[config.mk]
export PLATFORM = sky130hd
export DESIGN_NAME = iirlp_spike
export DESIGN_NICKNAME = d
export VERILOG_FILES = /design/src/design/iirlp_pkg.sv /design/src/design/iirlp_spike.sv
export SDC_FILE = /design/constraint.sdc
export NUM_CORES = 1
export LEC_CHECK = 0
export BUFFER_PORTS_ARGS = -buffer_cell sky130_fd_sc_hd__buf_2
export CORE_UTILIZATION = 38
export DETAILED_ROUTE_END_ITERATION = 7
export PLACE_DENSITY = 0.65
export SETUP_SLACK_MARGIN = 0.15
export SLEW_MARGIN = 20
export SYNTH_ARGS = -nofsm -noshare
export SYNTH_HDL_FRONTEND = slang
export SYNTH_SLANG_ARGS = --single-unit
[constraint.sdc]
create_clock -name vclk -period 6.5
set_input_delay 0.65 -clock vclk [all_inputs]
set_output_delay 0.65 -clock vclk [all_outputs]
set_load 0.02 [all_outputs]
[src/design/iirlp_pkg.sv]
// Shared types, constants and coefficient tables for the three-axis low-pass filter.
`timescale 1ns / 1ps

package iirlp_pkg;

    // Data path sizes
    localparam int AXES        = 3;
    localparam int TAPS        = 6;
    localparam int HIST        = TAPS - 1;
    localparam int SAMPLE_BITS = 24;
    localparam int COEF_W      = 16;
    localparam int COEF_FRAC   = 14;
    localparam int PROD_W      = COEF_W + SAMPLE_BITS;
    // Sum of all coefficient magnitudes stays below 2^17, so sums fit in 42 bits
    localparam int ACC_W       = SAMPLE_BITS + 18;
    localparam int SHIFT_W     = ACC_W - COEF_FRAC;

    // Configuration register file
    localparam int LIMIT_W = 23;
    localparam int PADDR_W = 4;
    localparam int PDATA_W = 32;
    localparam int INDEX_W = PADDR_W - 2;
    localparam logic [LIMIT_W-1:0] LIMIT_RESET     = 23'd40960;
    localparam logic [INDEX_W-1:0] REG_SPIKE_LIMIT = 2'd0;

    typedef logic signed [SAMPLE_BITS-1:0] sample_t;
    typedef logic signed [COEF_W-1:0]      coef_t;
    typedef logic signed [PROD_W-1:0]      prod_t;
    typedef logic signed [ACC_W-1:0]       acc_t;
    typedef logic        [LIMIT_W-1:0]     limit_t;

    // Control handed from the sequencer to every cell
    typedef struct packed {
        logic clear;
        logic load;
        logic update;
    } cell_ctrl_t;

    // Butterworth coefficients, signed Q1.14; a0 = 1 is implied
    localparam coef_t COEF_B [TAPS] = '{
        16'sd2130, 16'sd10651, 16'sd21302, 16'sd21302, 16'sd10651, 16'sd2130
    };
    localparam coef_t COEF_A [TAPS] = '{
        16'sd16384, 16'sd20677, 16'sd19543, 16'sd8821, 16'sd2471, 16'sd272
    };

    // Sign-extend a product to accumulator width
    function automatic acc_t widen(input prod_t p);
        return {{(ACC_W - PROD_W){p[PROD_W-1]}}, p};
    endfunction

endpackage

[src/design/iirlp_spike.sv]
// Spike rejection for one axis: reuse the previous sample when the step is too large.
`timescale 1ns / 1ps

module iirlp_spike (
    input  iirlp_pkg::sample_t sample,
    input  iirlp_pkg::sample_t prev,
    input  iirlp_pkg::limit_t  limit,
    output iirlp_pkg::sample_t chosen
);
    import iirlp_pkg::*;

    logic signed [SAMPLE_BITS:0] diff;
    logic        [SAMPLE_BITS:0] mag;
    logic        [SAMPLE_BITS:0] limit_ext;

    // Take the absolute step and compare against the limit
    always_comb
    begin
        diff      = {sample[SAMPLE_BITS-1], sample} - {prev[SAMPLE_BITS-1], prev};
        mag       = diff[SAMPLE_BITS] ? $unsigned(-diff) : $unsigned(diff);
        limit_ext = {{(SAMPLE_BITS + 1 - LIMIT_W){1'b0}}, limit};
        chosen    = (mag > limit_ext) ? prev : sample;
    end

endmodule

==> results of run 1 <==
## metrics by stage
step | setup WS [ns] | area (um^2)
2_1_floorplan | 0.562 | 2980
3_3_place_gp | 0.0385 | 3610
3_5_place_dp | -0.0660 | 3610
4_1_cts | 0.153 | 3730
5_1_grt | -0.108 | 4300
6_report | 0.214 | 4300
## cell families (layout without fill, tap and decap cells)
kind of cell	after synthesis	count (layout)	share of synthesized area [%]
simple gates	125	125	22.7
buf+inv	59	172	7.99
compound gates	114	114	25.8
xor+xnor	37	37	10.9
fa+ha+maj	49	49	20.8
mux	25	25	11.8
## final cells by class
cell class / instances / area share [%]
multi-input cells: 350 / 70.9
well taps: 99 / 2.88
inverters: 49 / 4.39
repair buffers: 123 / 21.8
## timing repair
item | CTS | global route
pin swaps | 8 | 27
hold buffers | 0 | 0
endpoints found under the setup margin | 24 | 24
cloned | 1 | 2
setup buffers | 7 | 9
gates resized for setup | 8 | 118
## cell usage in the layout, fill, tap and decap left out, drive strengths merged, types with 4 or more instances in the layout
cell type / n
nor2: 31
and2: 5
nand2b: 5
xnor2: 19
xor2: 18
a21oi: 36
o21a: 4
nand2: 33
inv: 49
o21bai: 4
o21ai: 22
nor2b: 6
nand3: 8
buf: 121
o2111ai: 4
ha: 48
mux2: 23
o31ai: 4
a21o: 10
nand4: 9
a211oi: 7
a31oi: 9
## power groups by stage
stage               clock, uW  combinational, uW  sequential (uW)
floorplan                   0                472                0
global placement            0                617                0
detailed placement          0                629                0
CTS                         0                672                0
global route                0                889                0
finish                      0                818                0
## metal layers
| metal | up-vias | global-route usage (%) | wire length, um |
|---|---|---|---|
| met1 | 1539 | 27.9 | 4220 |
| met4 | 0 | 0 | 0 |
| met5 | - | 0 | 0 |
| met2 | 88 | 33.8 | 4260 |
| li1 | 1708 | - | - |
| met3 | 0 | 0.337 | 384 |
## path summary, 6_finish.rpt
check,endpoint,cells past startpoint
max,chosen[10],25
min,chosen[0],3
## tightest hold or removal path: stages
cell and delay [ns]:
buf_8 0.08, mux2_4 0.14, buf_6 0.11
==> flow_metrics.py, run 1 <==
metrics = {
    "global_routing": {
        "antenna_found_initial": 0,
        "grt_overflow_total": 0,
        "first_global_vias": 3033,
        "track_usage_pct": 19.3,
        "grt_max_degree": 26,
        "grt_pass1_wl_mm": 13.7,
    },
    "drt": {
        "vias": 3335,
        "drc": 0,
        "wl_mm": 8.87,
        "ant_nets": 0,
        "dr.first_iter.drc_count": 100,
        "vias_per_cell": 5.37,
        "wire_per_inst_um": 14.3,
        "firstDrtPassIters": 4,
    },
    "logic_synthesis": {
        "yosys_warnings": 0,
        "postSynthAreaPerCell_um2": 7.28,
        "ys_seq_area_share_pct": 0,
        "synth_common_cells": "inv_1, ha_1, a21oi_1, nand2_1, nor2_1",
        "synth_area_leaders": "ha_1, mux2_4, inv_1",
        "syn_inst": 409,
        "synth.most_common_cell": "inv_1",
        "synth_nets": 529,
        "yosysTopAreaCellShare_pct": 20.2,
        "synth_area_um2": 2980,
        "synth_top_area_cell": "ha_1",
        "yosysUniqueCellTypes": 62,
    },
    "job": {
        "maxCapViolCount": 0,
    },
    "placement": {
        "port_buffers": 95,
        "dp.final_hpwl_mm": 6.60,
        "dp.cells": 602,
        "place.gp.congestion": 0.839,
    },
    "floorplan": {
        "fp.dieH_um": 90.5,
        "pin_count": 95,
        "fp.dieW_um": 90.5,
        "die_area_um2": 8190,
        "rows": 31,
        "start_util_pct": 40.2,
        "core_um2": 7410,
    },
    "power": {
        "swShare_pct": 49.4,
        "internal-power_uw": 414,
        "clockPowerShare_pct": 0,
        "p_leak_uw": 0.00214,
        "ir_drop_mv": 0.115,
        "total_power_uw": 818,
        "switchingPower_uw": 404,
        "p_per_area_nw_per_um2": 190,
        "combPwrFrac_pct": 100.0,
        "p_seq_share_pct": 0,
    },
    "setup_path": {
        "crit_path_end_kind": "primary output",
        "critical_path_class": "in -> out",
        "critical_path.top_delay_family": "simple AND/OR/NAND/NOR gates",
        "critPathRequiredTime_ns": 5.85,
        "start_kind": "input pin",
        "max_stage_delay_ns": 0.58,
        "worst-path-buf-inv": 6,
        "critPathMaxFanout": 6,
        "worstPathArrival_ns": 5.64,
        "cp_slowest_cell": "or4_4",
        "critPathLaunch": "prev[2]",
    },
    "run_status": {
        "status": "finished clean",
    },
    "sta": {
        "fin_tns_setup_ns": 0,
        "final_max_slew_viol_count": 0,
        "finalHoldViolations": 0,
        "timing.slew.headroom_pct": 65.1,
        "tightest_slew_ns": 0.520,
        "period_needed_ns": 6.29,
        "setup-violations-final": 0,
        "rsz0062_at_grt": "yes",
        "holdWs_ns": 1.62,
        "fin_crit_sh_pct": 96.7,
        "max_freq_mhz": 159,
    },
    "cells_and_area": {
        "num_antenna_cells": 0,
        "seq_cells": 0,
        "fillCellCount": 682,
        "area_growth_pct": 44.5,
        "clkbuf_count": 0,
        "register_area_um2": 0,
        "stdcell_count": 621,
        "drive_above_1_share_pct": 38.7,
        "multiInputGateArea_um2": 3050,
        "utilization_pct": 58.0,
        "nNetsFinal": 644,
    },
    "min_path": {
        "hp-class": "in -> out",
        "min-delay-start": "sample[0]",
    },
}
Power figures use the tool's default switching activity.
==> run 2, diff against run 1 <==
--- a/config.mk
+++ b/config.mk
@@ -5,9 +5,11 @@
 export SDC_FILE = /design/constraint.sdc
 export NUM_CORES = 1
 export LEC_CHECK = 0
+export ABC_AREA = 1
 export BUFFER_PORTS_ARGS = -buffer_cell sky130_fd_sc_hd__buf_2
 export CORE_UTILIZATION = 38
 export DETAILED_ROUTE_END_ITERATION = 7
+export GPL_TIMING_DRIVEN = 1
 export PLACE_DENSITY = 0.65
 export SETUP_SLACK_MARGIN = 0.15
 export SLEW_MARGIN = 20
==> constraint.sdc (replaced) <==
create_clock -name vclk -period 5.63
set_input_delay 0.563 -clock vclk [all_inputs]
set_output_delay 0.563 -clock vclk [all_outputs]
set_load 0.02 [all_outputs]
==> run 2 against run 1 <==
Compared with the run above: cell area grew 5.9%; power increased by 29%; sequential share of layout area did not move; setup slack gained 0.13 ns; critical path type unchanged; critical endpoint is now chosen[8]; largest power group unchanged; highest routed layer is now met4.
==> flow_metrics.py, run 2 <==
metrics = {
    "run_status": {
        "status": "finished clean",
    },
    "sta": {
        "final_max_slew_viol_count": 0,
        "tightest_slew_ns": 0.819,
        "period_needed_ns": 5.29,
        "max_freq_mhz": 189,
        "rsz0062_at_grt": "no",
        "holdWs_ns": 1.43,
        "setup-violations-final": 0,
        "setup_slack_ns": 0.345,
        "fin_crit_sh_pct": 93.9,
        "timing.slew.headroom_pct": 45.3,
        "finalHoldViolations": 0,
        "fin_tns_setup_ns": 0,
    },
    "drt": {
        "drc": 0,
        "ant_nets": 0,
        "wire_per_inst_um": 11.7,
        "firstDrtPassIters": 5,
        "wl_mm": 11.1,
        "vias": 4553,
        "dr.first_iter.drc_count": 196,
        "vias_per_cell": 4.81,
    },
    "floorplan": {
        "fp.dieH_um": 100,
        "pin_count": 95,
        "rows": 35,
        "fp.dieW_um": 100,
        "start_util_pct": 39.3,
        "die_area_um2": 9990,
        "core_um2": 9280,
    },
    "cts": {
        "cts_hold_buf": 0,
    },
    "cells_and_area": {
        "seq_cells": 0,
        "clkbuf_count": 0,
        "nNetsFinal": 939,
        "fillCellCount": 1095,
        "register_area_um2": 0,
        "stdcell_count": 946,
        "drive_above_1_share_pct": 20.1,
        "final_cell_mix": "nand2_1, inv_1, buf_2",
        "area_growth_pct": 24.9,
        "mostFrequentLayoutCell": "nand2_1",
        "num_antenna_cells": 0,
    },
    "global_routing": {
        "first_global_vias": 3906,
        "grt_pass1_wl_mm": 16.8,
        "antenna_found_initial": 0,
        "grt_max_degree": 27,
        "grt_overflow_total": 0,
        "track_usage_pct": 20.0,
    },
    "logic_synthesis": {
        "synth_top_area_cell": "nand2_1",
        "synth_area_leaders": "nand2_1, ha_1, inv_1",
        "postSynthAreaPerCell_um2": 5.10,
        "syn_inst": 715,
        "synth.most_common_cell": "nand2_1",
        "synth_area_um2": 3650,
        "yosysTopAreaCellShare_pct": 26.7,
        "synth_common_cells": "nand2_1, inv_1, nor2_1, ha_1, nand3_1",
        "yosys_warnings": 0,
        "yosysUniqueCellTypes": 35,
        "synth_nets": 835,
        "ys_seq_area_share_pct": 0,
    },
    "setup_path": {
        "start_kind": "input pin",
        "critPathMaxFanout": 7,
        "critPathRequiredTime_ns": 5.07,
        "max_stage_delay_ns": 0.55,
        "crit_path_end_kind": "primary output",
        "cp_slowest_cell": "fa_2",
        "crit_path_frequent_cell": "nand3_2",
        "worstPathArrival_ns": 4.72,
        "critical_path_class": "in -> out",
    },
    "placement": {
        "place.gp.congestion": 0.944,
        "dp.cells": 932,
        "pre_cts_ws_ns": 0.152,
        "port_buffers": 95,
        "dp.final_hpwl_mm": 8.63,
    },
    "min_path": {
        "hp-class": "in -> out",
    },
    "power": {
        "p_per_area_nw_per_um2": 232,
        "ir_drop_mv": 0.162,
        "p_leak_uw": 0.00282,
    },
    "job": {
        "maxCapViolCount": 0,
    },
}
## run 2: final timing paths
check | from | end | slack (ns) | depth (start not counted)
max | prev[0] | chosen[8] | 0.34 | 29
min | prev[8] | chosen[8] | 1.43 | 4
## run 2: layout make-up
| cell class | count | area, um^2 | area share, % |
|---|---|---|---|
| inverters | 148 | 561 | 12.3 |
| multi-input cells | 560 | 3200 | 70.3 |
| well taps | 129 | 161 | 3.54 |
| repair buffers | 109 | 631 | 13.8 |
## run 2: cell families (layout without fill, tap and decap cells)
| family | Yosys count | after routing | synth area share, % |
|---|---|---|---|
| adders and majority gates | 49 | 49 | 17.0 |
| xor gates and xnor gates | 22 | 22 | 5.49 |
| AOI/OAI and AO/OA | 61 | 61 | 9.23 |
| buffers and inverters | 158 | 257 | 17.2 |
| and+or+nand+nor | 425 | 428 | 51.1 |
## run 2: repair_timing
item / in CTS / in global routing
cloned: 1 / 3
setup buffers: 1 / 9
pin swaps: 1 / 20
setup endpoints to repair: 24 / 24
resized for setup: 0 / 56
hold endpoints to repair: 0 / 0
## run 2: layer usage
| metal | GRT usage [%] | wire [um] | vias to the layer above |
|---|---|---|---|
| met5 | 0 | 0 | - |
| met3 | 0.209 | 558 | 24 |
| li1 | - | - | 2459 |
| met4 | 3.39 | 310 | 0 |
| met2 | 34.3 | 4740 | 152 |
| met1 | 28.4 | 5460 | 1918 |
## run 2: report_power, final
| part | internal [uW] | switching (uW) |
|---|---|---|
| Sequential | 0 | 0 |
| Clock | 0 | 0 |
| Combinational | 385 | 671 |
## run 2: worst max-delay path, delay by kind of cell
family	cells	cell delay, ns
compound gates	6	0.69
xor+xnor	1	0.18
fa+ha+maj	4	1.18
buf+inv	6	0.61
simple gates	12	1.49
## run 2: per-stage QoR
| step | cell area, um^2 | total power [uW] | utilization [%] |
|---|---|---|---|
| floorplan | 3650 | 675 | - |
| global placement | 4240 | 895 | 45.6 |
| detailed placement | 4240 | 896 | 45.6 |
| CTS | 4250 | 916 | 45.8 |
| global route | 4550 | 1170 | 49.1 |
| finish | 4550 | 1060 | 49.1 |
==> run 3, diff against run 2 <==
--- a/config.mk
+++ b/config.mk
@@ -7,10 +7,11 @@
 export LEC_CHECK = 0
 export ABC_AREA = 1
 export BUFFER_PORTS_ARGS = -buffer_cell sky130_fd_sc_hd__buf_2
+export CAP_MARGIN = 40
 export CORE_UTILIZATION = 38
 export DETAILED_ROUTE_END_ITERATION = 7
 export GPL_TIMING_DRIVEN = 1
-export PLACE_DENSITY = 0.65
+export PLACE_DENSITY = 0.63
 export SETUP_SLACK_MARGIN = 0.15
 export SLEW_MARGIN = 20
 export SYNTH_ARGS = -nofsm -noshare
==> constraint.sdc (replaced) <==
create_clock -name vclk -period 6.6
set_input_delay 0.66 -clock vclk [all_inputs]
set_output_delay 0.66 -clock vclk [all_outputs]
set_load 0.02 [all_outputs]
==> run 3 against run 2 <==
Compared with the run above: routed wire length down 2.7%; largest cell class unchanged; global-route usage grew 1.8 points; die area is the same; via count decreased by 2.6%; first-iteration DRC count is 2.6% higher; largest power group unchanged; sequential share of layout area is the same.
==> flow_metrics.py, run 3 (synthesis results as in run 2) <==
metrics = {
    "cells_and_area": {
        "mostFrequentLayoutCell": "nand2_1",
        "drive_above_1_share_pct": 15.0,
        "register_area_um2": 0,
        "seq_cells": 0,
        "nNetsFinal": 923,
        "num_antenna_cells": 0,
        "clkbuf_count": 0,
        "final_cell_mix": "nand2_1, inv_1, buf_2",
        "area_growth_pct": 16.1,
    },
    "placement": {
        "place.gp.congestion": 0.880,
        "port_buffers": 95,
        "dp.final_hpwl_mm": 9.30,
    },
    "floorplan": {
        "fp.dieH_um": 100,
        "die_area_um2": 9990,
        "start_util_pct": 39.3,
        "pin_count": 95,
        "core_um2": 9280,
        "rows": 35,
        "fp.dieW_um": 100,
    },
    "min_path": {
        "min-delay-start": "prev[8]",
        "hp-class": "in -> out",
    },
    "sta": {
        "finalHoldViolations": 0,
        "fin_crit_sh_pct": 89.6,
        "period_needed_ns": 5.91,
        "fin_tns_setup_ns": 0,
        "setup-violations-final": 0,
        "max_freq_mhz": 169,
        "rsz0062_at_grt": "no",
        "holdWs_ns": 1.64,
        "timing.slew.headroom_pct": 55.9,
        "final_max_slew_viol_count": 0,
        "tightest_slew_ns": 0.661,
    },
    "setup_path": {
        "critical_path_class": "in -> out",
        "start_kind": "input pin",
        "cp_slowest_cell": "fa_1",
        "max_stage_delay_ns": 0.43,
        "worstPathArrival_ns": 5.25,
        "critPathRequiredTime_ns": 5.94,
        "crit_path_end_kind": "primary output",
        "critPathMaxFanout": 24,
        "critPathLaunch": "sample[0]",
        "crit_path_frequent_cell": "nand2_1",
    },
    "power": {
        "ir_drop_mv": 0.0956,
        "p_per_area_nw_per_um2": 181,
        "p_leak_uw": 0.00272,
    },
    "global_routing": {
        "grt_max_degree": 26,
        "grt_overflow_total": 0,
        "track_usage_pct": 21.8,
        "first_global_vias": 3983,
        "antenna_found_initial": 0,
        "grt_pass1_wl_mm": 18.1,
    },
    "job": {
        "maxCapViolCount": 0,
    },
    "drt": {
        "vias": 4436,
        "wire_per_inst_um": 11.6,
        "vias_per_cell": 4.77,
        "dr.first_iter.drc_count": 201,
        "firstDrtPassIters": 7,
        "drc": 0,
        "wl_mm": 10.8,
        "ant_nets": 0,
    },
    "run_status": {
        "status": "finished clean",
    },
}
run 3: cell type report:
type | instances | area (um^2)
Multi-Input combinational cell | 557 | 3030
Timing Repair Buffer | 96 | 483
Fill cell | 1107 | 5050
Inverter | 148 | 558
Tap cell | 129 | 161
run 3: final timing paths:
path    endpoint  cells after the start
max   chosen[22]                     32
min    chosen[8]                      4
run 3: critical path, delay by kind of cell:
family                     cells  cell delay, ns
and+or+nand+nor               16            1.71
adders and majority gates      3            0.94
buffers and inverters          7            0.91
xor gates and xnor gates       2            0.57
AOI/OAI and AO/OA              4            0.42
run 3: metal layers:
layer	part of all wire (%)	wire (um)	vias to the layer above	GRT usage, %
met4	0.93	100	0	1.81
met2	45	4890	109	39.3
met1	50	5400	1897	29.8
li1	-	-	2424	-
met3	3.5	382	6	0.696
met5	0	0	-	0
run 3: where the power goes:
group          internal (uW)  leakage, uW  switching [uW]
Clock                      0            0               0
Combinational            259      0.00272             508
Sequential                 0            0               0
Total                    259      0.00272             508
run 3: what timing repair did:
| item | 4_1_cts | 5_1_grt |
|---|---|---|
| setup buffers | 0 | 0 |
| hold buffers | 0 | 0 |
| gates resized for setup | 0 | 1 |
| endpoints found under the setup margin | 0 | 24 |
| endpoints found under the hold margin | 0 | 0 |
run 3: stage by stage:
stage	std cells	total power (uW)	utilization, %	setup WS, ns	area (um^2)
after floorplan	715	576	-	1.58	3650
after global placement	930	754	45.5	0.622	4220
after detailed placement	930	767	45.5	0.504	4220
after CTS	930	771	45.5	0.502	4220
after global routing	930	874	45.6	0.157	4230
final	930	767	45.6	0.686	4230
